[config.mk]
export PLATFORM = sky130hd
export DESIGN_NAME = crs_ctrl
export DESIGN_NICKNAME = d
export VERILOG_FILES = /design/src/design/coalescing_range_set_core_assert.svh /design/src/design/crs_pkg.sv /design/src/design/crs_ctrl.sv
export SDC_FILE = /design/constraint.sdc
export NUM_CORES = 1
export LEC_CHECK = 0
export ABC_AREA = 1
export BUFFER_PORTS_ARGS = -buffer_cell sky130_fd_sc_hd__buf_2
export CORE_AREA = 2 2 39 41
export CTS_BUF_LIST = sky130_fd_sc_hd__clkbuf_8
export DETAILED_ROUTE_END_ITERATION = 10
export DIE_AREA = 0 0 41 43
export GPL_ROUTABILITY_DRIVEN = 0
export PLACE_DENSITY = 0.82
export SLEW_MARGIN = 10
export SYNTH_ARGS = -nofsm -noshare
export SYNTH_HDL_FRONTEND = slang
export SYNTH_SLANG_ARGS = --single-unit
[constraint.sdc]
create_clock -name clk -period 2.9 [get_ports clk]
set_input_delay 0.435 -clock clk [delete_from_list [all_inputs] [get_ports clk]]
set_output_delay 0.435 -clock clk [all_outputs]
set_load 0.01 [all_outputs]
[src/design/coalescing_range_set_core_assert.svh]
// Assertion macros for the coalescing range set RTL.
// Expects clk and arst_n in the scope of each use; no other dependencies.
`ifndef COALESCING_RANGE_SET_CORE_ASSERT_SVH
`define COALESCING_RANGE_SET_CORE_ASSERT_SVH

// Property that must hold at every clock edge out of reset.
`define CRS_ASSERT_ALWAYS(lbl, prop, msg) \
	lbl: assert property (@(posedge clk) disable iff (!arst_n) (prop)) else $error(msg);

// Implication checked at every clock edge out of reset.
`define CRS_ASSERT_IMPLY(lbl, ante, cons, msg) \
	lbl: assert property (@(posedge clk) disable iff (!arst_n) (ante) |-> (cons)) \
		else $error(msg);

`endif

[src/design/crs_pkg.sv]
// Shared types and constants for the coalescing range set.
// No dependencies.
package crs_pkg;

	localparam int unsigned MAX_SEGS_DEF  = 64;
	localparam int unsigned POS_WIDTH_DEF = 48;

	localparam int unsigned FIELD_W  = 48;
	localparam int unsigned LEN_W    = 49;
	localparam int unsigned SUM_W    = 49;
	localparam int unsigned ENTRY_W  = FIELD_W + LEN_W;
	localparam int unsigned STATUS_W = 2;
	localparam int unsigned HIDX_W   = 6;
	localparam int unsigned RCNT_W   = 7;

	typedef enum logic [STATUS_W-1:0] {
		STATUS_OK    = 2'd0,
		STATUS_EMPTY = 2'd1,
		STATUS_FULL  = 2'd2,
		STATUS_RANGE = 2'd3
	} crs_status_t;

	typedef enum logic [2:0] {
		PTR_HOLD,
		PTR_ZERO,
		PTR_INC,
		PTR_DEC,
		PTR_J,
		PTR_LAST
	} crs_ptr_op_t;

	typedef enum logic [1:0] {
		WR_NONE,
		WR_COMPACT,
		WR_EXPAND,
		WR_MERGED
	} crs_wr_sel_t;

	typedef struct packed {
		logic        load;
		crs_ptr_op_t ptr_op;
		logic        set_i;
		logic        set_j;
		logic        merge;
		crs_wr_sel_t wr_sel;
		logic        commit;
		logic        set_status;
		crs_status_t status;
		logic        set_hit;
		logic        emit;
	} crs_cmd_t;

	typedef struct packed {
		logic lookup;
		logic empty_len;
		logic out_of_range;
		logic in_list;
		logic skip_ok;
		logic merge_ok;
		logic pos_before;
		logic pos_in;
		logic drop_zero;
		logic full;
		logic i_in_list;
		logic compact_need;
		logic compact_more;
		logic expand_more;
		logic out_free;
	} crs_stat_t;

endpackage

[src/design/crs_ctrl.sv]
// Controller of the coalescing range set: sequences check, scan, merge,
// tail shift, commit, lookup and result. Uses crs_pkg; drives crs_datapath.
module crs_ctrl (
	input  logic                clk,
	input  logic                arst_n,
	input  logic                in_valid,
	output logic                in_ready,
	input  crs_pkg::crs_stat_t  stat,
	output crs_pkg::crs_cmd_t   cmd
);
	import crs_pkg::*;

	typedef enum logic [3:0] {
		S_IDLE,
		S_CHECK,
		S_SKIP,
		S_MERGE,
		S_DECIDE,
		S_COMPACT,
		S_EXPAND,
		S_COMMIT,
		S_LOOK,
		S_RESP
	} state_t;

	state_t state_q;
	state_t state_d;
	logic   in_ready_q;
	logic   accept;

	assign accept   = in_valid && in_ready_q;
	assign in_ready = in_ready_q;

	always_comb begin
		cmd            = '0;
		cmd.ptr_op     = PTR_HOLD;
		cmd.wr_sel     = WR_NONE;
		cmd.status     = STATUS_OK;
		state_d        = state_q;
		case (state_q)
			S_IDLE: begin
				cmd.ptr_op = PTR_ZERO;
				if (accept) begin
					cmd.load = 1'b1;
					state_d  = S_CHECK;
				end
			end
			S_CHECK: begin
				if (stat.lookup) begin
					state_d = S_LOOK;
				end else if (stat.empty_len) begin
					cmd.set_status = 1'b1;
					cmd.status     = STATUS_EMPTY;
					state_d        = S_RESP;
				end else if (stat.out_of_range) begin
					cmd.set_status = 1'b1;
					cmd.status     = STATUS_RANGE;
					state_d        = S_RESP;
				end else begin
					state_d = S_SKIP;
				end
			end
			S_SKIP: begin
				if (stat.in_list && stat.skip_ok) begin
					cmd.ptr_op = PTR_INC;
				end else begin
					cmd.set_i = 1'b1;
					state_d   = S_MERGE;
				end
			end
			S_MERGE: begin
				if (stat.in_list && stat.merge_ok) begin
					cmd.merge  = 1'b1;
					cmd.ptr_op = PTR_INC;
				end else begin
					cmd.set_j = 1'b1;
					state_d   = S_DECIDE;
				end
			end
			S_DECIDE: begin
				if (stat.drop_zero) begin
					if (stat.full) begin
						cmd.set_status = 1'b1;
						cmd.status     = STATUS_FULL;
						state_d        = S_RESP;
					end else if (stat.i_in_list) begin
						cmd.ptr_op = PTR_LAST;
						state_d    = S_EXPAND;
					end else begin
						state_d = S_COMMIT;
					end
				end else if (stat.compact_need) begin
					cmd.ptr_op = PTR_J;
					state_d    = S_COMPACT;
				end else begin
					state_d = S_COMMIT;
				end
			end
			S_COMPACT: begin
				cmd.wr_sel = WR_COMPACT;
				if (stat.compact_more) begin
					cmd.ptr_op = PTR_INC;
				end else begin
					state_d = S_COMMIT;
				end
			end
			S_EXPAND: begin
				cmd.wr_sel = WR_EXPAND;
				if (stat.expand_more) begin
					cmd.ptr_op = PTR_DEC;
				end else begin
					state_d = S_COMMIT;
				end
			end
			S_COMMIT: begin
				cmd.wr_sel = WR_MERGED;
				cmd.commit = 1'b1;
				state_d    = S_RESP;
			end
			S_LOOK: begin
				if (!stat.in_list || stat.pos_before) begin
					state_d = S_RESP;
				end else if (stat.pos_in) begin
					cmd.set_hit = 1'b1;
					state_d     = S_RESP;
				end else begin
					cmd.ptr_op = PTR_INC;
				end
			end
			S_RESP: begin
				if (stat.out_free) begin
					cmd.emit = 1'b1;
					state_d  = S_IDLE;
				end
			end
			default: begin
				state_d = S_IDLE;
			end
		endcase
	end

	always_ff @(posedge clk or negedge arst_n) begin
		if (!arst_n) begin
			state_q    <= S_IDLE;
			in_ready_q <= 1'b1;
		end else begin
			state_q    <= state_d;
			in_ready_q <= (state_d == S_IDLE);
		end
	end

endmodule

After elaboration in Yosys (flattened, before gate mapping)
Cells that the tools add are included.
W data, S select, Z words.
{"block": "word_totals", "reg_bits": 5, "input_bits": 18, "output_inout_bits": 16, "word_cells": 65}
{"block": "classes", "n_eq_ne": 9, "mux": 47, "n_reduce_logical": 7}
{"op": "$mux W4", "count": 13}
{"op": "$pmux W4 S10", "count": 1}
{"op": "$mux W3", "count": 9}
{"op": "$pmux W3 S7", "count": 1}
{"op": "$eq A4 B3 Y1 const B", "count": 4}
{"op": "$mux W2", "count": 8}
{"op": "$mux W1", "count": 13}
{"op": "$eq A4 B2 Y1 const B", "count": 2}
{"op": "$eq A4 B4 Y1 const B", "count": 2}
{"op": "$logic_not A4 Y1", "count": 2}
{"op": "$pmux W2 S3", "count": 1}
{"op": "$pmux W3 S2", "count": 1}
{"op": "$eq A4 B1 Y1 const B", "count": 1}
{"op": "$logic_and A1 B1 Y1", "count": 3}
{"op": "$logic_not A1 Y1", "count": 1}
{"op": "$logic_or A1 B1 Y1", "count": 1}

Logic depth before layout (Yosys ltp)
Gate-level depths: netlist of run 1.
{"block": "depth", "word_depth": 5, "ltp_mapped": 8, "depth_no_buf": 8}

Least setup slack after synthesis of run 1
No wires, ideal clock.
{"block": "synth_timing", "path_type": "register -> output", "startpoint": "register state_q[3]", "endpoint": "output cmd[3] in the netlist's numbering", "arrival_ps": 1134, "t_required_ps": 2465, "path_slack_ps": 1331, "stages_incl_launch_ff": 4, "n_path_buf": 0, "cell_sequence": "dfrtp_1 > nor2_2 > nand2_1 > o41ai_1"}
{"item": "from (decl)", "line_no": "crs_ctrl.sv:26", "text": "state_t state_q;"}
{"item": "from (signal assigned)", "line_no": "crs_ctrl.sv:147", "text": "state_q <= state_d;"}
{"item": "to (decl)", "line_no": "crs_ctrl.sv:9", "text": "output crs_pkg::crs_cmd_t cmd"}

==> results.py, run 1 <==
metrics = {
    "timing": {
        "worstMarginPinSlew_ns": 0.258,
        "rsz0062_at_grt": "false",
        "finClkSkew_ns": 0.00231,
        "min_period_over_period_pct": 65.1,
        "slew_headroom_pct": 82.7,
        "setup_viol": 0,
        "final.min_clock_period_ns": 1.89,
        "tns_ns": 0,
        "fin_ws_ns": 1.01,
        "slew_viol_final": 0,
        "clock.fmax_mhz": 529,
        "hold_violations": 0,
    },
    "power_and_ir_drop": {
        "swShare_pct": 46.9,
        "worst_ir_drop_vdd_v": 0.000416,
        "p_int_w": 0.000300,
        "seqPwrFrac_pct": 23.5,
        "clock_power_share_pct": 21.9,
        "switchingPower_w": 0.000265,
        "powerDensity_nw_per_um2": 703,
        "comb_power_share_pct": 54.6,
        "p_leak_nw": 0.533,
    },
    "synthesis": {
        "syn_avg_cell_area_um2": 5.52,
        "syn_area_um2": 574,
        "syn-instance-count": 104,
        "yosysSeqAreaShare_pct": 22.0,
        "synth_seq_cells": 5,
        "synthesis.nets": 122,
        "yosys.cell_types.count": 22,
        "yosysWarnings": 0,
    },
    "die": {
        "die_w_um": 41,
        "num_io_pins": 34,
        "dieHeight_um": 43,
        "start_util_pct": 41.5,
        "rows": 14,
        "core_um2": 1380,
        "fp.dieArea_um2": 1760,
    },
    "place": {
        "place_ws_ns": 1.26,
        "hpwl_mm": 1.31,
        "io_buffers": 33,
    },
    "cts": {
        "hold_buffers": 0,
        "cts_tree": "yes",
        "clk_pin_slew_ns": 0.04,
        "clock_sink_count": 5,
        "cts_setup_buffers": 0,
        "numCtsBuffers": 3,
        "cts_resized": 0,
        "h-tree-depth": 1,
        "clockRootBuffer": "clkbuf_8",
        "cts_buffer_depth": 2,
        "insertion_delay_ns": 0.22,
    },
    "grt": {
        "grt_pass1_vias": 695,
        "grt_util_met1_pct": 24.4,
        "grt_max_degree": 8,
        "use_met3_pct": 4.71,
        "overflow": 0,
        "grtUsageTotal_pct": 21.4,
        "antenna_found_initial": 0,
        "grt_most_used_layer": "met2",
        "grt_util_met2_pct": 34.4,
        "grt_pass1_wl_mm": 2.55,
    },
    "final_layout": {
        "seq_area_um2": 126,
        "multi_input_area_um2": 369,
        "final_common_cell": "buf_2",
        "final_cell_mix": "buf_2 (33), nand2_1 (29), nor2_1 (19)",
        "num_antenna_cells": 0,
        "n_fill_cell": 155,
        "nets": 160,
        "drive_gt1_share_pct": 34.0,
        "syn_to_final_growth_pct": 40.1,
    },
    "route": {
        "firstDrtPassIters": 4,
        "vias_per_cell": 4.91,
        "antenna_left": 0,
        "first_iter_violations": 16,
        "route.vias.total": 771,
        "route.final.wire_length_mm": 1.50,
        "drc_errors": 0,
        "wl_per_cell_um": 9.54,
    },
    "worst_setup_path": {
        "critPathCaptureType": "output port",
        "crit_fanout": 5,
        "arrival_ns": 1.45,
        "worstPathRequired_ns": 2.47,
        "rr_worst_depth": 7,
        "path_class": "reg2out",
        "worst-r2r-setup-slack_ns": 1.59,
        "startpoint_type": "register",
        "r2r_start": "state_q[1]$_DFF_PN0_",
        "r2r_end": "in_ready$_DFF_PN1_",
    },
    "run_status": {
        "status": "finished clean",
    },
    "flow_run": {
        "cap_violations": 0,
    },
    "hold_path": {
        "hold_class": "in2async",
    },
}
==> layout make-up <==
type / count / share of cell area [%]
inverter: 21 / 9.80
clock buffer: 3 / 5.13
sequential: 5 / 15.7
multi-input combinational: 78 / 45.9
tap: 16 / 2.49
clock inverter: 1 / 0.467
timing repair buffer: 33 / 20.5
==> layer usage <==
metal,part of all wire [%],wire length (µm)
met4,2.3,34
met3,3.7,56
met2,54,815
met1,40,592
met5,0,0
==> worst max-delay path, cell delays in order, from the launching register on <==
cell,delay (ns)
dfrtp_1,0.43
inv_2,0.11
nand2_1,0.10
nor3b_1,0.29
nor2_1,0.07
o2111ai_1,0.08
buf_2,0.16
==> flip-flops by register name, summed over array words and instances, names as in the netlist <==
name      flops
in_ready      1
state_q       4
==> synthesized netlist by cell type, drive strengths merged <==
cell     count  area [µm²]
a31oi        1        6.26
nor3         1        10.0
nor3b        1        7.51
o41ai        1        8.76
nand4        1        6.26
nor4         1        6.26
nand2       29         109
o2111ai      1        8.76
a211oi       1        7.51
dfrtp        4         100
o21ai        3        15.0
dfstp        1        26.3
a21oi        2        10.0
inv         21        78.8
nor2        23         101
nand3       12        65.1
nand3b       1        7.51
==> per-stage QoR <==
step / total power (W) / hold slack, ns / util [%] / area, µm² / cells
after global placement: 0.000440 / 0.248 / 54.9 / 759 / 153
after detailed placement: 0.000444 / 0.251 / 54.9 / 759 / 153
after floorplan: 0.000351 / 0.139 / - / 574 / 104
after global routing: 0.000629 / 0.0210 / 58.1 / 805 / 157
after CTS: 0.000572 / 0.0174 / 58.1 / 805 / 157
final: 0.000566 / 0.0172 / 58.1 / 805 / 157
==> logic make-up after synthesis <==
logic type,after synthesis,share of synthesized area [%]
DFF,5,22.0
and+or+nand+nor,69,54.5
buffers and inverters,21,13.7
AOI/OAI and AO/OA,9,9.80
==> worst max-delay path by stage <==
stage                          from      end  slack [ns]  depth (start not counted)
6_report       state_q[3]$_DFF_PN0_  cmd[12]        1.01                          6
3_3_place_gp   state_q[3]$_DFF_PN0_  cmd[12]        1.26                          6
4_1_cts        state_q[3]$_DFF_PN0_  cmd[12]        1.02                          6
5_1_grt        state_q[3]$_DFF_PN0_   cmd[3]        0.91                          4
3_5_place_dp   state_q[3]$_DFF_PN0_  cmd[12]        1.26                          6
2_1_floorplan  state_q[3]$_DFF_PN0_   cmd[3]        1.33                          3
==> power by group through the flow <==
stage	clock (W)	sequential (W)	combinational [W]
after global routing	0.000133	0.000137	0.000359
final	0.000124	0.000133	0.000309
after floorplan	0	0.000134	0.000217
after global placement	0	0.000131	0.000308
after CTS	0.000128	0.000133	0.000311
after detailed placement	0	0.000134	0.000311
No activity file was read; power rests on OpenSTA's default activity.
==> inputs of run 2 (changes only) <==
--- a/config.mk
+++ b/config.mk
@@ -7,12 +7,12 @@
 export LEC_CHECK = 0
 export ABC_AREA = 1
 export BUFFER_PORTS_ARGS = -buffer_cell sky130_fd_sc_hd__buf_2
-export CORE_AREA = 2 2 39 41
+export CORE_MARGIN = 1.5
+export CORE_UTILIZATION = 40
 export CTS_BUF_LIST = sky130_fd_sc_hd__clkbuf_8
 export DETAILED_ROUTE_END_ITERATION = 10
-export DIE_AREA = 0 0 41 43
 export GPL_ROUTABILITY_DRIVEN = 0
-export PLACE_DENSITY = 0.82
+export PLACE_DENSITY = 0.81
 export SLEW_MARGIN = 10
 export SYNTH_ARGS = -nofsm -noshare
 export SYNTH_HDL_FRONTEND = slang
==> constraint.sdc (replaced) <==
create_clock -name clk -period 1.65 [get_ports clk]
set_input_delay 0.2475 -clock clk [delete_from_list [all_inputs] [get_ports clk]]
set_output_delay 0.2475 -clock clk [all_outputs]
set_load 0.01 [all_outputs]
==> run 2 against run 1 <==
Compared with the run above: largest power group unchanged; critical path type unchanged; die area down 5.2%; first-iteration DRC count down 13%; non-clock buffer count up 2; count of clock-buffer cells in the layout unchanged.
==> results.py, run 2 (same netlist as run 1, synthesis figures left out) <==
metrics = {
    "final_layout": {
        "final_common_cell": "buf_2",
        "seq_area_um2": 130,
        "largest_reg_flops": 4,
        "nets": 162,
        "finalNonFillerCells": 158,
        "syn_to_final_growth_pct": 50.5,
        "multi_input_area_um2": 409,
        "drive_gt1_share_pct": 42.0,
        "final_cell_mix": "buf_2 (33), nand2_1 (26), inv_1 (17), nor2_1 (17), nand3_1 (10)",
        "fin_util_pct": 65.6,
        "largest_register": "state_q",
        "num_antenna_cells": 0,
        "n_fill_cell": 125,
    },
    "place": {
        "place_ws_ns": 0.215,
        "hpwl_mm": 1.31,
        "io_buffers": 33,
        "post-place-cells": 153,
    },
    "flow_run": {
        "cap_violations": 0,
    },
    "die": {
        "rows": 13,
        "fp.dieArea_um2": 1670,
        "dieHeight_um": 40.9,
        "core_um2": 1320,
        "die_w_um": 40.9,
        "num_io_pins": 34,
        "start_util_pct": 43.6,
    },
    "cts": {
        "h-tree-depth": 1,
        "numCtsBuffers": 3,
        "cts_buffer_depth": 2,
        "insertion_delay_ns": 0.21,
        "clock_sink_count": 5,
        "clockRootBuffer": "clkbuf_8",
        "cts_tree": "yes",
        "cts_setup_buffers": 0,
        "clk_pin_slew_ns": 0.03,
    },
    "route": {
        "drc_errors": 0,
        "vias_per_cell": 4.89,
        "route.final.wire_length_mm": 1.54,
        "firstDrtPassIters": 4,
        "first_iter_violations": 14,
        "wl_per_cell_um": 9.76,
        "route.vias.total": 772,
        "antenna_left": 0,
    },
    "timing": {
        "setup_viol": 0,
        "hold_violations": 0,
        "slew_viol_final": 0,
        "clock.fmax_mhz": 640,
        "slew_headroom_pct": 83.6,
        "min_period_over_period_pct": 94.7,
        "finClkSkew_ns": 0.000722,
        "final.min_clock_period_ns": 1.56,
        "fin_ws_ns": 0.0881,
        "worstMarginPinSlew_ns": 0.244,
    },
    "worst_setup_path": {
        "worst-r2r-setup-slack_ns": 0.31,
        "startpoint_type": "register",
        "arrival_ns": 1.31,
        "critPathCaptureType": "output port",
        "critPathTopFamily": "flip-flops",
        "path_buf_inv": 2,
        "crit_fanout": 5,
        "worstPathRequired_ns": 1.40,
        "cp_slowest_stage_delay_ns": 0.44,
        "path_class": "reg2out",
        "cp_slowest_cell": "dfrtp_2",
        "crit_chain": "inv_2 -> nand2_2 -> nor3b_2 -> nor2_1 -> o2111ai_1 -> buf_2",
    },
    "power_and_ir_drop": {
        "powerDensity_nw_per_um2": 1250,
        "worst_ir_drop_vdd_v": 0.000892,
        "p_leak_nw": 0.548,
    },
    "grt": {
        "overflow": 0,
        "grtUsageTotal_pct": 19.5,
        "grt_pass1_vias": 569,
        "antenna_found_initial": 0,
        "grt_pass1_wl_mm": 2.19,
        "grt_max_degree": 8,
    },
    "run_status": {
        "status": "finished clean",
    },
    "hold_path": {
        "hold_class": "in2async",
    },
}
## run 2: changes by cell type in the layout (fill, tap and decap cells not counted), sizes merged
cell         previous run  this run
buf                    33        34
dlygate4sd3             0         1
## run 2: repair_timing
item	CTS	global route
gates resized for setup	3	10
gates cloned	0	0
pin swaps	0	1
hold buffers	1	0
endpoints found under the hold margin	4	0
endpoints found under the setup margin	2	4
## run 2: power breakdown
part / switching [W] / total (W) / internal [W]
Sequential: 0.0000631 / 0.000247 / 0.000184
Clock: 0.0000509 / 0.000210 / 0.000159
Combinational: 0.000398 / 0.000625 / 0.000227
## run 2: stage by stage
step / power, W / setup TNS [ns] / hold WS (ns) / instance area, µm²
CTS: 0.00104 / 0 / 0.379 / 832
global placement: 0.000794 / 0 / 0.0596 / 766
detailed placement: 0.000808 / 0 / 0.0619 / 766
finish: 0.00108 / 0 / 0.373 / 865
floorplan: 0.000617 / 0 / -0.0481 / 574
global route: 0.00118 / -0.0108 / 0.395 / 865
## run 2: final cells by class
type                    instances  share of cell area (%)
well taps                      15                    2.17
repair buffers                 35                    21.1
clock inverters                 1                   0.434
multi-input cells              78                    47.3
clock buffers                   3                    4.78
flip-flops and latches          5                    15.1
inverters                      21                    9.12
## run 2: layer usage
layer  up-vias  wire length, µm  track usage (%)
li1        406                -                -
met5         -                0                0
met1       338              628             26.4
met4         0                0             2.50
met2        28              820             34.0
met3         0               93             1.63
## run 2: path summary, 6_finish.rpt
check,from,to,cells past startpoint
setup / recovery,state_q[3]$_DFF_PN0_,cmd[12],6
hold / removal,arst_n,state_q[0]$_DFF_PN0_,2
setup reg to reg,state_q[1]$_DFF_PN0_,in_ready$_DFF_PN1_,7
hold reg to reg,in_ready$_DFF_PN1_,state_q[0]$_DFF_PN0_,4
max in group asynchronous,arst_n,in_ready$_DFF_PN1_,2
min in group clk,stat[1],state_q[0]$_DFF_PN0_,4
